**src/rtl/core/fbm_pkg.sv**
```systemverilog
// shared constants and types for the fractal value noise pipeline
// no dependencies
package fbm_pkg;

  // octave count as carried through the pipeline, holds 1..MAX_OCTAVES
  localparam int OCT_W = 5;

  // lattice hash multipliers
  localparam logic [31:0] HASH_KX  = 32'h8da6b343;
  localparam logic [31:0] HASH_KZ  = 32'hd8163841;
  localparam logic [31:0] HASH_KS  = 32'hcb1ab31f;
  localparam logic [31:0] HASH_MIX = 32'h5bd1e995;

  // seed increment between octaves
  localparam logic [31:0] SEED_STEP = 32'd101;

  // 0.03 in Q0.24, the fractional part of the 2.03 octave scale
  localparam logic [19:0] SCALE_FRAC = 20'd503316;

  // 3.0 in Q2.24 for the smoothstep fade
  localparam logic [25:0] FADE_THREE = 26'd50331648;

  // largest Q0.24 result
  localparam logic [23:0] Q24_MAX = 24'hffffff;

  // control that travels with each item
  typedef struct packed {
    logic             valid;
    logic [OCT_W-1:0] octaves;
  } fbm_ctl_t;

endpackage

```
**src/rtl/core/fbm_div.sv**
```systemverilog
// pipelined restoring divider: sum / (2^n - 1), up to four quotient bits a stage
// depends on fbm_pkg
module fbm_div import fbm_pkg::*; #(
  parameter int MAX_OCTAVES = 8
) (
  input  logic                        clk,
  input  logic                        rst,
  input  logic                        step_en,
  input  fbm_ctl_t                    ctl_in,
  input  logic [24+MAX_OCTAVES-1:0]   acc_in,
  output logic                        quot_valid,
  output logic [24+MAX_OCTAVES-1:0]   quot
);

  localparam int ACC_W = 24 + MAX_OCTAVES;
  localparam int DW    = MAX_OCTAVES;
  localparam int BPS   = 4;
  localparam int NS    = (ACC_W + BPS - 1) / BPS;

  logic [DW:0]       one_sh;
  logic [DW-1:0]     rem_st [NS+1];
  logic [ACC_W-1:0]  dq_st  [NS+1];
  logic [DW-1:0]     dvs_st [NS+1];
  logic              v_st   [NS+1];

  assign one_sh    = (DW+1)'(1) << ctl_in.octaves;
  assign rem_st[0] = '0;
  assign dq_st[0]  = acc_in;
  assign dvs_st[0] = DW'(one_sh - (DW+1)'(1));
  assign v_st[0]   = ctl_in.valid;

  for (genvar s = 0; s < NS; s++) begin : g_stage
    localparam int STEPS = ((ACC_W - s * BPS) < BPS) ? (ACC_W - s * BPS) : BPS;

    logic [DW-1:0]    rem_c;
    logic [ACC_W-1:0] dq_c;
    logic [DW-1:0]    rem_r;
    logic [ACC_W-1:0] dq_r;
    logic [DW-1:0]    dvs_r;
    logic             v_r;

    always_comb begin
      logic [DW:0] trial;
      rem_c = rem_st[s];
      dq_c  = dq_st[s];
      for (int k = 0; k < STEPS; k++) begin
        trial = {rem_c, dq_c[ACC_W-1]};
        dq_c  = dq_c << 1;
        if (trial >= {1'b0, dvs_st[s]}) begin
          rem_c    = DW'(trial - {1'b0, dvs_st[s]});
          dq_c[0]  = 1'b1;
        end else begin
          rem_c = trial[DW-1:0];
        end
      end
    end

    always_ff @(posedge clk) begin
      if (rst) begin
        v_r <= 1'b0;
      end else if (step_en) begin
        v_r <= v_st[s];
      end
    end

    always_ff @(posedge clk) begin
      if (step_en) begin
        rem_r <= rem_c;
        dq_r  <= dq_c;
        dvs_r <= dvs_st[s];
      end
    end

    assign rem_st[s+1] = rem_r;
    assign dq_st[s+1]  = dq_r;
    assign dvs_st[s+1] = dvs_r;
    assign v_st[s+1]   = v_r;
  end

  assign quot_valid = v_st[NS];
  assign quot       = dq_st[NS];

endmodule

```
**config.mk**
```make
export PLATFORM = sky130hd
export DESIGN_NAME = fbm_div
export DESIGN_NICKNAME = d
export VERILOG_FILES = /design/src/rtl/core/fbm_pkg.sv /design/src/rtl/core/fbm_div.sv
export SDC_FILE = /design/constraint.sdc
export NUM_CORES = 1
export LEC_CHECK = 0
export BUFFER_PORTS_ARGS = -buffer_cell sky130_fd_sc_hd__clkbuf_2
export CORE_MARGIN = 2
export CORE_UTILIZATION = 58
export CTS_CLUSTER_DIAMETER = 40
export CTS_CLUSTER_SIZE = 28
export DETAILED_ROUTE_END_ITERATION = 10
export PLACE_DENSITY = 0.88
export SLEW_MARGIN = 20
export SYNTH_ARGS = -nofsm -noshare
export SYNTH_HDL_FRONTEND = slang
export SYNTH_SLANG_ARGS = --single-unit
```
**constraint.sdc**
```tcl
create_clock -name clk -period 10.3 [get_ports clk]
set_input_delay 1.545 -clock clk [delete_from_list [all_inputs] [get_ports clk]]
set_output_delay 1.545 -clock clk [all_outputs]
set_load 0.1 [all_outputs]
```
# Word-level counts from Yosys, hierarchy flattened
# Cells that the tools add are included.
# classes
n_mux	63
magnitude_cmp	32
addsub	32
shifts	1
# ops
op	count
9-bit by 8-bit >= comparator with 1-bit output	31
8-bit 2-to-1 mux	31
8-bit subtractor	30
1-bit 2-to-1 mux	32
1-bit by 8-bit >= comparator with 1-bit output	1
1-bit by 5-bit << shifter with 8-bit output (first input constant)	1
1-bit by 8-bit subtractor with 8-bit output	1
8-bit by 1-bit subtractor with 8-bit output (second input constant)	1
# word_totals
ff_bits	376
inputBits	41
word_cells	158
output_inout_bits	33

# Depth between registers and ports, before layout
# Gate-level depths: netlist of run 1.
# depth
ltp_word	10
depth_mapped	41
depth_no_buf	39

# Worst setup path after synthesis of run 1
# No wires, ideal clock.
# synth_timing
path_kind	input to register
from	input port ctl_in[4] in the netlist's numbering
to	register g_stage[0].rem_r[2], data pin
cell_stages	38
path_buffers	2
t_arrival_ns	10.047
setup_ns	0.260
path_slack_ns	-0.007
required_time_ns	10.040
path_cell_list	or2_2 -> clkbuf_1 -> nor2_1 -> inv_1 -> or3_1 -> ha_1 -> ha_1 -> a21o_1 -> nand3_1 -> o21ai_0 -> ha_1 -> nor2b_1 -> o31a_1 -> o31a_1 -> o31a_1 -> nand2b_1 -> clkbuf_1 -> o21ai_0 -> [... 2 more ...] -> nor2b_1 -> o21a_1 -> o31ai_1 -> a21oi_1 -> o21bai_1 -> a211oi_1 -> a21oi_1 -> a21oi_1 -> inv_1 -> ha_1 -> a21o_1 -> a21oi_1 -> o211ai_1 -> o211ai_1 -> o21ai_0 -> a221o_1 -> a21oi_2 -> mux2_2
# synth_rtl
element	line	text
start: declaration	fbm_div.sv:9	input fbm_ctl_t ctl_in,
end signal: assignment	fbm_div.sv:68	rem_r <= rem_c;
end: declaration	fbm_div.sv:37	logic [DW-1:0] rem_r;

==> results of run 1 <==
per-layer routing:
metal	track usage (%)	up-vias	share of wire [%]
li1	-	8309	-
met1	27.5	8103	42
met2	39.9	460	50
met3	3.47	163	4.3
met4	11.7	0	4.5
met5	0	-	0
stage by stage:
stage / utilization [%] / setup slack, ns / hold slack (ns)
detailed placement: 61.1 / 0.0195 / 0.405
global placement: 61.1 / 0.378 / 0.400
finish: 65.5 / 0.548 / 0.408
floorplan: - / 0.107 / 0.400
global route: 65.5 / 0.0101 / 0.419
CTS: 65.4 / 0.453 / 0.412
cell usage after synthesis (all sizes together) (30+ instances only):
cell type and number:
nand4 45, nand2 94, xor2 45, inv 193
a21o 44, edfxtp 368, fa 30, mux2i 35
ha 251, xnor2 92, nor2b 46, o21a 44
nor2 148, o21ai 121, nor3 39, mux2 104
a21oi 135
cells by family (layout without fill, tap and decap cells):
group / after synthesis / count (layout) / synth area share [%]
AOI/OAI and AO/OA: 504 / 504 / 14.0
and+or+nand+nor: 495 / 495 / 10.1
adders and majority gates: 281 / 281 / 15.4
muxes: 139 / 139 / 6.24
xor gates and xnor gates: 137 / 137 / 4.92
buffers and inverters: 216 / 386 / 3.34
DFF: 376 / 376 / 46.0
critical path, delay by kind of cell:
| kind | cells | cell delay [ns] |
|---|---|---|
| adders and majority gates | 4 | 1.20 |
| muxes | 1 | 0.35 |
| xor gates and xnor gates | 1 | 0.34 |
| AOI/OAI and AO/OA | 19 | 4.31 |
| and+or+nand+nor | 8 | 1.65 |
| buffers and inverters | 6 | 0.70 |
state kept, by name (all words and copies together) (netlist names):
name,cells
g_stage.dq_r,224
quot,32
g_stage.v_r,7
quot_valid,1
g_stage.rem_r,56
g_stage.dvs_r,56
cell type report:
class / instances / area, µm²
inverter: 195 / 732
clock inverter: 43 / 482
fill: 3083 / 14400
timing repair buffer: 95 / 544
tap: 539 / 674
multi-input combinational: 1556 / 12400
sequential: 376 / 11200
clock buffer: 53 / 1280
worst min-delay path by stage:
| stage | startpoint | endpoint | slack (ns) | cells after the start |
|---|---|---|---|---|
| finish | g_stage[1].dq_r[5]$_DFFE_PP_ | g_stage[2].dq_r[9]$_DFFE_PP_ | 0.41 | 0 |
| CTS | g_stage[1].dq_r[5]$_DFFE_PP_ | g_stage[2].dq_r[9]$_DFFE_PP_ | 0.41 | 0 |
| global placement | g_stage[3].dq_r[6]$_DFFE_PP_ | g_stage[4].dq_r[10]$_DFFE_PP_ | 0.40 | 0 |
| global route | g_stage[0].dq_r[10]$_DFFE_PP_ | g_stage[1].dq_r[14]$_DFFE_PP_ | 0.42 | 0 |
| floorplan | g_stage[0].dq_r[6]$_DFFE_PP_ | g_stage[1].dq_r[10]$_DFFE_PP_ | 0.40 | 0 |
| detailed placement | g_stage[0].dq_r[8]$_DFFE_PP_ | g_stage[1].dq_r[12]$_DFFE_PP_ | 0.40 | 0 |
timing repair:
| item | in CTS | in global routing |
|---|---|---|
| setup buffers | 0 | 3 |
| resized for setup | 0 | 4 |
| endpoints found under the setup margin | 0 | 30 |
==> flow_summary.json, run 1 <==
{
  "yosys_warnings": 0,
  "drtAntennaViolNets": 0,
  "floorplan.initialDensity_pct": 58.5,
  "cap_violations": 0,
  "synth.net_count": 2470,
  "ys_seq_area_share_pct": 46.0,
  "reg2reg_slack_ns": 0.55,
  "grt.overflow.total": 0,
  "cts_buffer_depth": 3,
  "firstDrtPassIters": 6,
  "core-area_um2": 41700,
  "max_freq_mhz": 103,
  "cts_tree": "done",
  "fin_crit_ns": 9.75,
  "arrival_ns": 10.10,
  "grt_antenna_before_repair": 0,
  "endpoint_kind": "flip-flop",
  "cts_buffers": 51,
  "syn_area_um2": 24400,
  "worstSetupStartpointType": "input pin",
  "synth_edf_count": 368,
  "routedWlPerCell_um": 17.4,
  "synth.avg_cell_area_um2": 11.3,
  "placed_cells": 2758,
  "clock_skew_ns": 0.0177,
  "crit_path_max_incr_delay_ns": 0.43,
  "slew_headroom_pct": 28.5,
  "gp_congestion": 0.919,
  "final_common_cell": "edfxtp_1",
  "ys_ff_latch": 376,
  "grt_max_degree": 95,
  "die_w_um": 209,
  "layout.cells.most_common_list": "edfxtp_1, ha_1, inv_1",
  "run_status": "finished clean",
  "synthToLayoutAreaGrowth_pct": 12.0,
  "synth_cells": 2148,
  "critPathLaunch": "ctl_in[4]",
  "crit_required_ns": 10.65,
  "r2r-end": "g_stage[4].rem_r[3]$_DFFE_PP_",
  "pin_count": 74,
  "yosysTopAreaCell": "edfxtp_1",
  "drc": 0,
  "post-route-cell-area_um2": 27300,
  "async_flop_share_pct": 0,
  "clock_latency_ns": 0.60,
  "grt_pass1_vias": 17100,
  "vias": 17000,
  "critPathMaxFanout": 9,
  "fin_crit_sh_pct": 94.7,
  "final.setup.tns_ns": 0,
  "via_per_inst": 5.96,
  "hp-class": "flip-flop to flip-flop",
  "synth.top_cell.area_share_pct": 45.4,
  "die_area_um2": 43700,
  "clkTransAtPathRegs_ns": 0.06,
  "drt_iter0_drc": 1214,
  "crit_slowest_cell": "or3_1",
  "cts-root-buf": "clkbuf_16",
  "grt_pass1_wl_um": 81400,
  "nets": 2597,
  "grt_setup_unrepaired": "no",
  "n_antenna_cell": 0,
  "synthDistinctLibCells": 84,
  "dieHeight_um": 209,
  "setup_violations": 0,
  "synthTopCellsByArea": "edfxtp_1, ha_1, mux2_2",
  "yosys_most_used_dff": "edfxtp_1",
  "rows": 75,
  "reg2regPathDepth": 34,
  "portBuffers": 73,
  "crit_end": "g_stage[0].rem_r[3]$_DFFE_PP_",
  "drv_slew": 0,
  "hold_viol": 0,
  "cts.sink_count": 376,
  "tightest_slew_ns": 1.06,
  "grt_util_all_layers_pct": 22.8,
  "cts-htree-levels": 2,
  "hpwl_um": 36800,
  "drt-total-wl_um": 49800,
  "placed_cell_area_um2": 25500,
  "cts_hold_buf": 0,
  "fin_cells": 2857,
  "r2r-start": "g_stage[3].dvs_r[1]$_DFFE_PP_",
  "crit_type": "input pin to flip-flop",
  "final_layout_size_suffix_gt1_share_pct": 14.8
}
Power of run 1 is left out: the tool's default activity adds up to more than one toggle a clock period on the data nets, which glitch-free logic cannot reach.
==> run 2: changes to the inputs <==
--- a/config.mk
+++ b/config.mk
@@ -5,6 +5,7 @@
 export SDC_FILE = /design/constraint.sdc
 export NUM_CORES = 1
 export LEC_CHECK = 0
+export ABC_AREA = 1
 export BUFFER_PORTS_ARGS = -buffer_cell sky130_fd_sc_hd__clkbuf_2
 export CORE_MARGIN = 2
 export CORE_UTILIZATION = 58
==> run 2 against run 1 <==
  * First-iteration DRC count up 36%
  * Sequential cell count unchanged
  * Sequential share of layout area down 1.3 points
  * Core utilization up 0.15 points
  * Critical path depth unchanged
  * Global-route usage up 1.8 points
  * Register-to-register slack better by 1.4 ns
  * Critical endpoint is now g_stage[0].rem_r[1]$_DFFE_PP_
  * Largest cell class unchanged
  * Highest routed layer unchanged
==> flow_summary.json, run 2 <==
{
  "run_status": "finished clean",
  "slew_headroom_pct": 33.7,
  "synth.top_cell.area_share_pct": 43.8,
  "hp-class": "flip-flop to flip-flop",
  "async_flop_share_pct": 0,
  "drc": 0,
  "worstSetupStartpointType": "input pin",
  "n_fill_cell": 3341,
  "layout.cells.most_common_list": "nand2_1, inv_1, edfxtp_1",
  "dieHeight_um": 213,
  "drt-total-wl_um": 54500,
  "hpwl_um": 40800,
  "crit_path_max_incr_delay_ns": 0.58,
  "cts-htree-levels": 2,
  "crit_type": "input pin to flip-flop",
  "max_freq_mhz": 118,
  "die_area_um2": 45200,
  "synthTopCellsByArea": "edfxtp_1, ha_1, nand2_1",
  "critPathMaxFanout": 12,
  "cts-root-buf": "clkbuf_16",
  "placed_cell_area_um2": 26200,
  "synth_cells": 2855,
  "final_layout_size_suffix_gt1_share_pct": 8.50,
  "synth.avg_cell_area_um2": 8.84,
  "cts_tree": "done",
  "fin_crit_sh_pct": 82.0,
  "largest_reg_flops": 224,
  "largest_register": "g_stage.dq_r",
  "final.setup.tns_ns": 0,
  "arrival_ns": 8.82,
  "cts_hold_buf": 0,
  "setup_violations": 0,
  "yosys-top-cells-count": "nand2_1, inv_1, edfxtp_1",
  "cts.sink_count": 376,
  "yosysTopAreaCell": "edfxtp_1",
  "firstDrtPassIters": 8,
  "clock_skew_ns": 0.0372,
  "grt_max_degree": 170,
  "die_w_um": 213,
  "ys_ff_latch": 376,
  "floorplan.initialDensity_pct": 58.7,
  "routedWlPerCell_um": 15.2,
  "clkTransAtPathRegs_ns": 0.07,
  "n_antenna_cell": 0,
  "final_common_cell": "nand2_1",
  "cp.buffers_inverters": 4,
  "drt_iter0_drc": 1650,
  "cap_violations": 0,
  "yosys_warnings": 0,
  "syn_area_um2": 25200,
  "synthDistinctLibCells": 49,
  "grt_util_all_layers_pct": 24.7,
  "grt_pass1_wl_um": 90200,
  "crit_required_ns": 10.67,
  "grt_setup_unrepaired": "no",
  "cts_buffer_depth": 3,
  "synth_edf_count": 368,
  "hold_viol": 0,
  "drtAntennaViolNets": 0,
  "rows": 76,
  "post_cts_resized": 0,
  "yosys_most_used_dff": "edfxtp_1",
  "core-area_um2": 43000,
  "cts_buffers": 55,
  "crit_top_cell": "nand2_1",
  "largest_registers": "g_stage.dq_r (224), g_stage.dvs_r (56), g_stage.rem_r (56)",
  "nets": 3285,
  "synth.most_common_cell": "nand2_1",
  "synthToLayoutAreaGrowth_pct": 11.8,
  "ys_seq_area_share_pct": 44.4,
  "post-route-cell-area_um2": 28200,
  "grt.overflow.total": 0,
  "tightest_slew_ns": 0.995,
  "gp_congestion": 0.934,
  "drv_slew": 0,
  "endpoint_kind": "flip-flop",
  "cp_top_family": "simple AND/OR/NAND/NOR gates",
  "vias": 19600,
  "grt_pass1_vias": 19300,
  "cts_setup_buffers": 0,
  "fin_crit_ns": 8.45,
  "clock_latency_ns": 0.62,
  "pin_count": 74,
  "crit_slowest_cell": "ha_1",
  "portBuffers": 73,
  "synth.net_count": 3177,
  "grt_antenna_before_repair": 0,
  "via_per_inst": 5.46
}
-- run 2: cell count changes in the layout (fill, tap and decap cells not counted), moves of 46 or more --
| cell | change |
|---|---|
| a21oi_1 | +65 |
| inv_1 | +229 |
| mux2_2 | -104 |
| nand2_1 | +710 |
| nand3_1 | +97 |
| nor2b_1 | -46 |
-- run 2: layout make-up --
class                           count  area (µm²)  area share (%)
Multi-Input combinational cell   2033       12300            43.6
Clock inverter                     48         619            2.19
Sequential cell                   376       11200            39.7
Clock buffer                       56        1380            4.89
Inverter                          422        1580            5.61
Timing Repair Buffer               75         403            1.43
Tap cell                          585         732            2.59
-- run 2: path summary, 6_finish.rpt --
kind                            startpoint                             to  slack [ns]  cells past startpoint
min           g_stage[5].dq_r[0]$_DFFE_PP_   g_stage[6].dq_r[4]$_DFFE_PP_        0.40                      0
max                              ctl_in[3]  g_stage[0].rem_r[1]$_DFFE_PP_        1.85                     39
max reg2reg  g_stage[3].dvs_r[5]$_DFFE_PP_  g_stage[4].rem_r[5]$_DFFE_PP_        1.95                     42
min reg2reg   g_stage[5].dq_r[0]$_DFFE_PP_   g_stage[6].dq_r[4]$_DFFE_PP_        0.40                      0
-- run 2: per-layer routing --
metal	GRT usage (%)	vias to the layer above	wire length (µm)
met2	43.0	639	26700
met3	3.75	184	2700
met5	0	-	0
met1	29.8	9010	22700
met4	12.4	0	2370
li1	-	9810	-
-- run 2: cells by family (layout without fill, tap and decap cells) --
logic type                 count (synthesis)  after routing  synth area share, %
and+or+nand+nor                         1268           1268                 21.7
buffers and inverters                    446            601                 6.85
DFF                                      376            376                 44.4
AOI/OAI and AO/OA                        354            354                 7.66
adders and majority gates                281            281                 14.8
xor gates and xnor gates                 130            130                 4.51
-- run 2: through the flow --
step / hold slack [ns] / instances / worst slack, ns / util, %
6_report: 0.397 / 3595 / 1.85 / 65.7
5_1_grt: 0.405 / 3595 / 1.02 / 65.7
4_1_cts: 0.400 / 3595 / 1.93 / 65.7
3_5_place_dp: 0.405 / 3491 / 1.28 / 61.0
3_3_place_gp: 0.400 / 3491 / 1.48 / 61.0
2_1_floorplan: 0.400 / 2855 / 2.56 / -
Power of run 2 is left out for the same reason.
==> run 3: changes to the inputs <==
--- a/config.mk
+++ b/config.mk
@@ -8,11 +8,11 @@
 export ABC_AREA = 1
 export BUFFER_PORTS_ARGS = -buffer_cell sky130_fd_sc_hd__clkbuf_2
 export CORE_MARGIN = 2
-export CORE_UTILIZATION = 58
+export CORE_UTILIZATION = 60
 export CTS_CLUSTER_DIAMETER = 40
 export CTS_CLUSTER_SIZE = 28
 export DETAILED_ROUTE_END_ITERATION = 10
-export PLACE_DENSITY = 0.88
+export PLACE_DENSITY = 0.87
 export SLEW_MARGIN = 20
 export SYNTH_ARGS = -nofsm -noshare
 export SYNTH_HDL_FRONTEND = slang
==> constraint.sdc (replaced) <==
create_clock -name clk -period 8.15 [get_ports clk]
set_input_delay 1.2225 -clock clk [delete_from_list [all_inputs] [get_ports clk]]
set_output_delay 1.2225 -clock clk [all_outputs]
set_load 0.1 [all_outputs]
==> run 3 against run 2 <==
  * Die area down 3.3%
  * Sequential cell count unchanged
  * Hold slack better by 0.015 ns
  * Clock skew decreased by 0.011 ns
  * Non-clock buffer count up 10
  * Critical path depth increased by 2
  * Routed wire length increased by 1.9%
  * Final area about the same
  * Register-to-register slack worse by 1.4 ns
  * Critical path type is now flip-flop to flip-flop
  * Largest cell class unchanged
==> flow_summary.json, run 3 (synthesis gave the netlist of run 2 again) <==
{
  "arrival_ns": 8.08,
  "max_freq_mhz": 131,
  "r2r-end": "g_stage[4].rem_r[1]$_DFFE_PP_",
  "cap_violations": 0,
  "grt_pass1_vias": 19600,
  "run_status": "finished clean",
  "setup_violations": 0,
  "reg2reg_slack_ns": 0.52,
  "grt_util_all_layers_pct": 25.6,
  "tightest_slew_ns": 1.06,
  "cts-htree-levels": 2,
  "endpoint_kind": "flip-flop",
  "hpwl_um": 40300,
  "slew_headroom_pct": 29.4,
  "cts_buffers": 52,
  "cts-root-buf": "clkbuf_16",
  "core-area_um2": 41800,
  "vias": 19900,
  "setup_ws_ns": 0.518,
  "clock_skew_ns": 0.0262,
  "pin_count": 74,
  "drtAntennaViolNets": 0,
  "post-route-cell-area_um2": 28200,
  "use_met3_pct": 3.86,
  "grt_max_degree": 187,
  "drt-total-wl_um": 55500,
  "largest_register": "g_stage.dq_r",
  "drv_slew": 0,
  "drc": 0,
  "reg2regPathDepth": 41,
  "crit_end": "g_stage[4].rem_r[1]$_DFFE_PP_",
  "floorplan.initialDensity_pct": 60.4,
  "cts_tree": "done",
  "crit_top_cell": "nand2_1",
  "grt_antenna_before_repair": 0,
  "gp_congestion": 0.942,
  "post-place-ws_ns": -0.104,
  "r2r-start": "g_stage[3].dvs_r[1]$_DFFE_PP_",
  "n_fill_cell": 3093,
  "firstDrtPassIters": 6,
  "top_usage_layer": "met2",
  "met1_usage_pct": 30.4,
  "drt_iter0_drc": 1544,
  "grtUsageMet2_pct": 44.2,
  "portBuffers": 73,
  "final.setup.tns_ns": 0,
  "critPathMaxFanout": 14,
  "routedWlPerCell_um": 15.6,
  "via_per_inst": 5.61,
  "layout.cells.most_common_list": "nand2_1, inv_1, edfxtp_1",
  "synthToLayoutAreaGrowth_pct": 11.9,
  "grt_pass1_wl_um": 91300,
  "worstSetupStartpointType": "flip-flop",
  "die_area_um2": 43700,
  "n_antenna_cell": 0,
  "dieHeight_um": 209,
  "crit_slowest_cell": "edfxtp_1",
  "die_w_um": 209,
  "placed_cells": 3455,
  "critPathLaunch": "g_stage[3].dvs_r[1]$_DFFE_PP_",
  "largest_reg_flops": 224,
  "placed_cell_area_um2": 26200,
  "fin_cells": 3553,
  "fin_crit_sh_pct": 93.6,
  "grt.overflow.total": 0,
  "clock_latency_ns": 0.60,
  "rows": 75,
  "crit_type": "flip-flop to flip-flop",
  "cts_setup_buffers": 0,
  "hp-class": "flip-flop to flip-flop",
  "final_common_cell": "nand2_1",
  "fin_crit_ns": 7.63,
  "clkTransAtPathRegs_ns": 0.07,
  "final_layout_size_suffix_gt1_share_pct": 9.19,
  "crit_required_ns": 8.60,
  "hold_viol": 0,
  "nets": 3292,
  "cts.sink_count": 376,
  "cts_buffer_depth": 3,
  "crit_path_max_incr_delay_ns": 0.42,
  "largest_registers": "g_stage.dq_r (224), g_stage.dvs_r (56), g_stage.rem_r (56)"
}
==> run 3: cell types whose count changed in the layout (fill, tap and decap cells not counted), sizes merged <==
cell / previous run / this run
clkinvlp: 2 / 6
clkbuf: 128 / 127
inv: 452 / 435
buf: 3 / 13
clkinv: 14 / 22
==> run 3: worst min-delay path by stage <==
stage / cells after the start / slack (ns) / start / to
after floorplan: 0 / 0.40 / g_stage[0].dq_r[6]$_DFFE_PP_ / g_stage[1].dq_r[10]$_DFFE_PP_
after global placement: 0 / 0.40 / g_stage[4].dq_r[15]$_DFFE_PP_ / g_stage[5].dq_r[19]$_DFFE_PP_
after detailed placement: 0 / 0.40 / g_stage[0].dq_r[27]$_DFFE_PP_ / g_stage[1].dq_r[31]$_DFFE_PP_
after CTS: 0 / 0.40 / g_stage[2].dq_r[3]$_DFFE_PP_ / g_stage[3].dq_r[7]$_DFFE_PP_
after global routing: 0 / 0.41 / g_stage[2].dq_r[3]$_DFFE_PP_ / g_stage[3].dq_r[7]$_DFFE_PP_
final: 0 / 0.41 / g_stage[0].dq_r[9]$_DFFE_PP_ / g_stage[1].dq_r[13]$_DFFE_PP_
==> run 3: final cells by class <==
type	instances	area [µm²]	area share [%]
clock buffers	55	1360	4.80
clock inverters	43	553	1.96
inverters	422	1600	5.65
multi-input cells	2033	12400	43.8
flip-flops and latches	376	11200	39.7
well taps	539	674	2.39
repair buffers	85	478	1.69
==> run 3: worst max-delay path: cells and delay by family, from the launching register on <==
kind	cells	cell delay (ns)
compound gates	8	1.87
fa+ha+maj	4	1.39
buf+inv	5	0.76
flops	1	0.42
simple gates	24	3.04
==> run 3: metrics by stage <==
stage / util (%) / hold slack, ns
4_1_cts: 67.4 / 0.401
6_report: 67.6 / 0.412
3_5_place_dp: 62.8 / 0.405
5_1_grt: 67.6 / 0.413
3_3_place_gp: 62.8 / 0.401
2_1_floorplan: - / 0.400
==> run 3: layer usage <==
metal  routed length (µm)  part of all wire (%)
met1                22800                    41
met2                27100                    49
met3                 2830                   5.1
met4                 2810                   5.1
met5                    0                     0
==> run 3: what timing repair did <==
action | in CTS | in global routing
resized for setup | 0 | 28
hold buffers | 0 | 0
hold endpoints to repair | 0 | 0
setup endpoints to repair | 0 | 55
Power of run 3 is left out for the same reason.
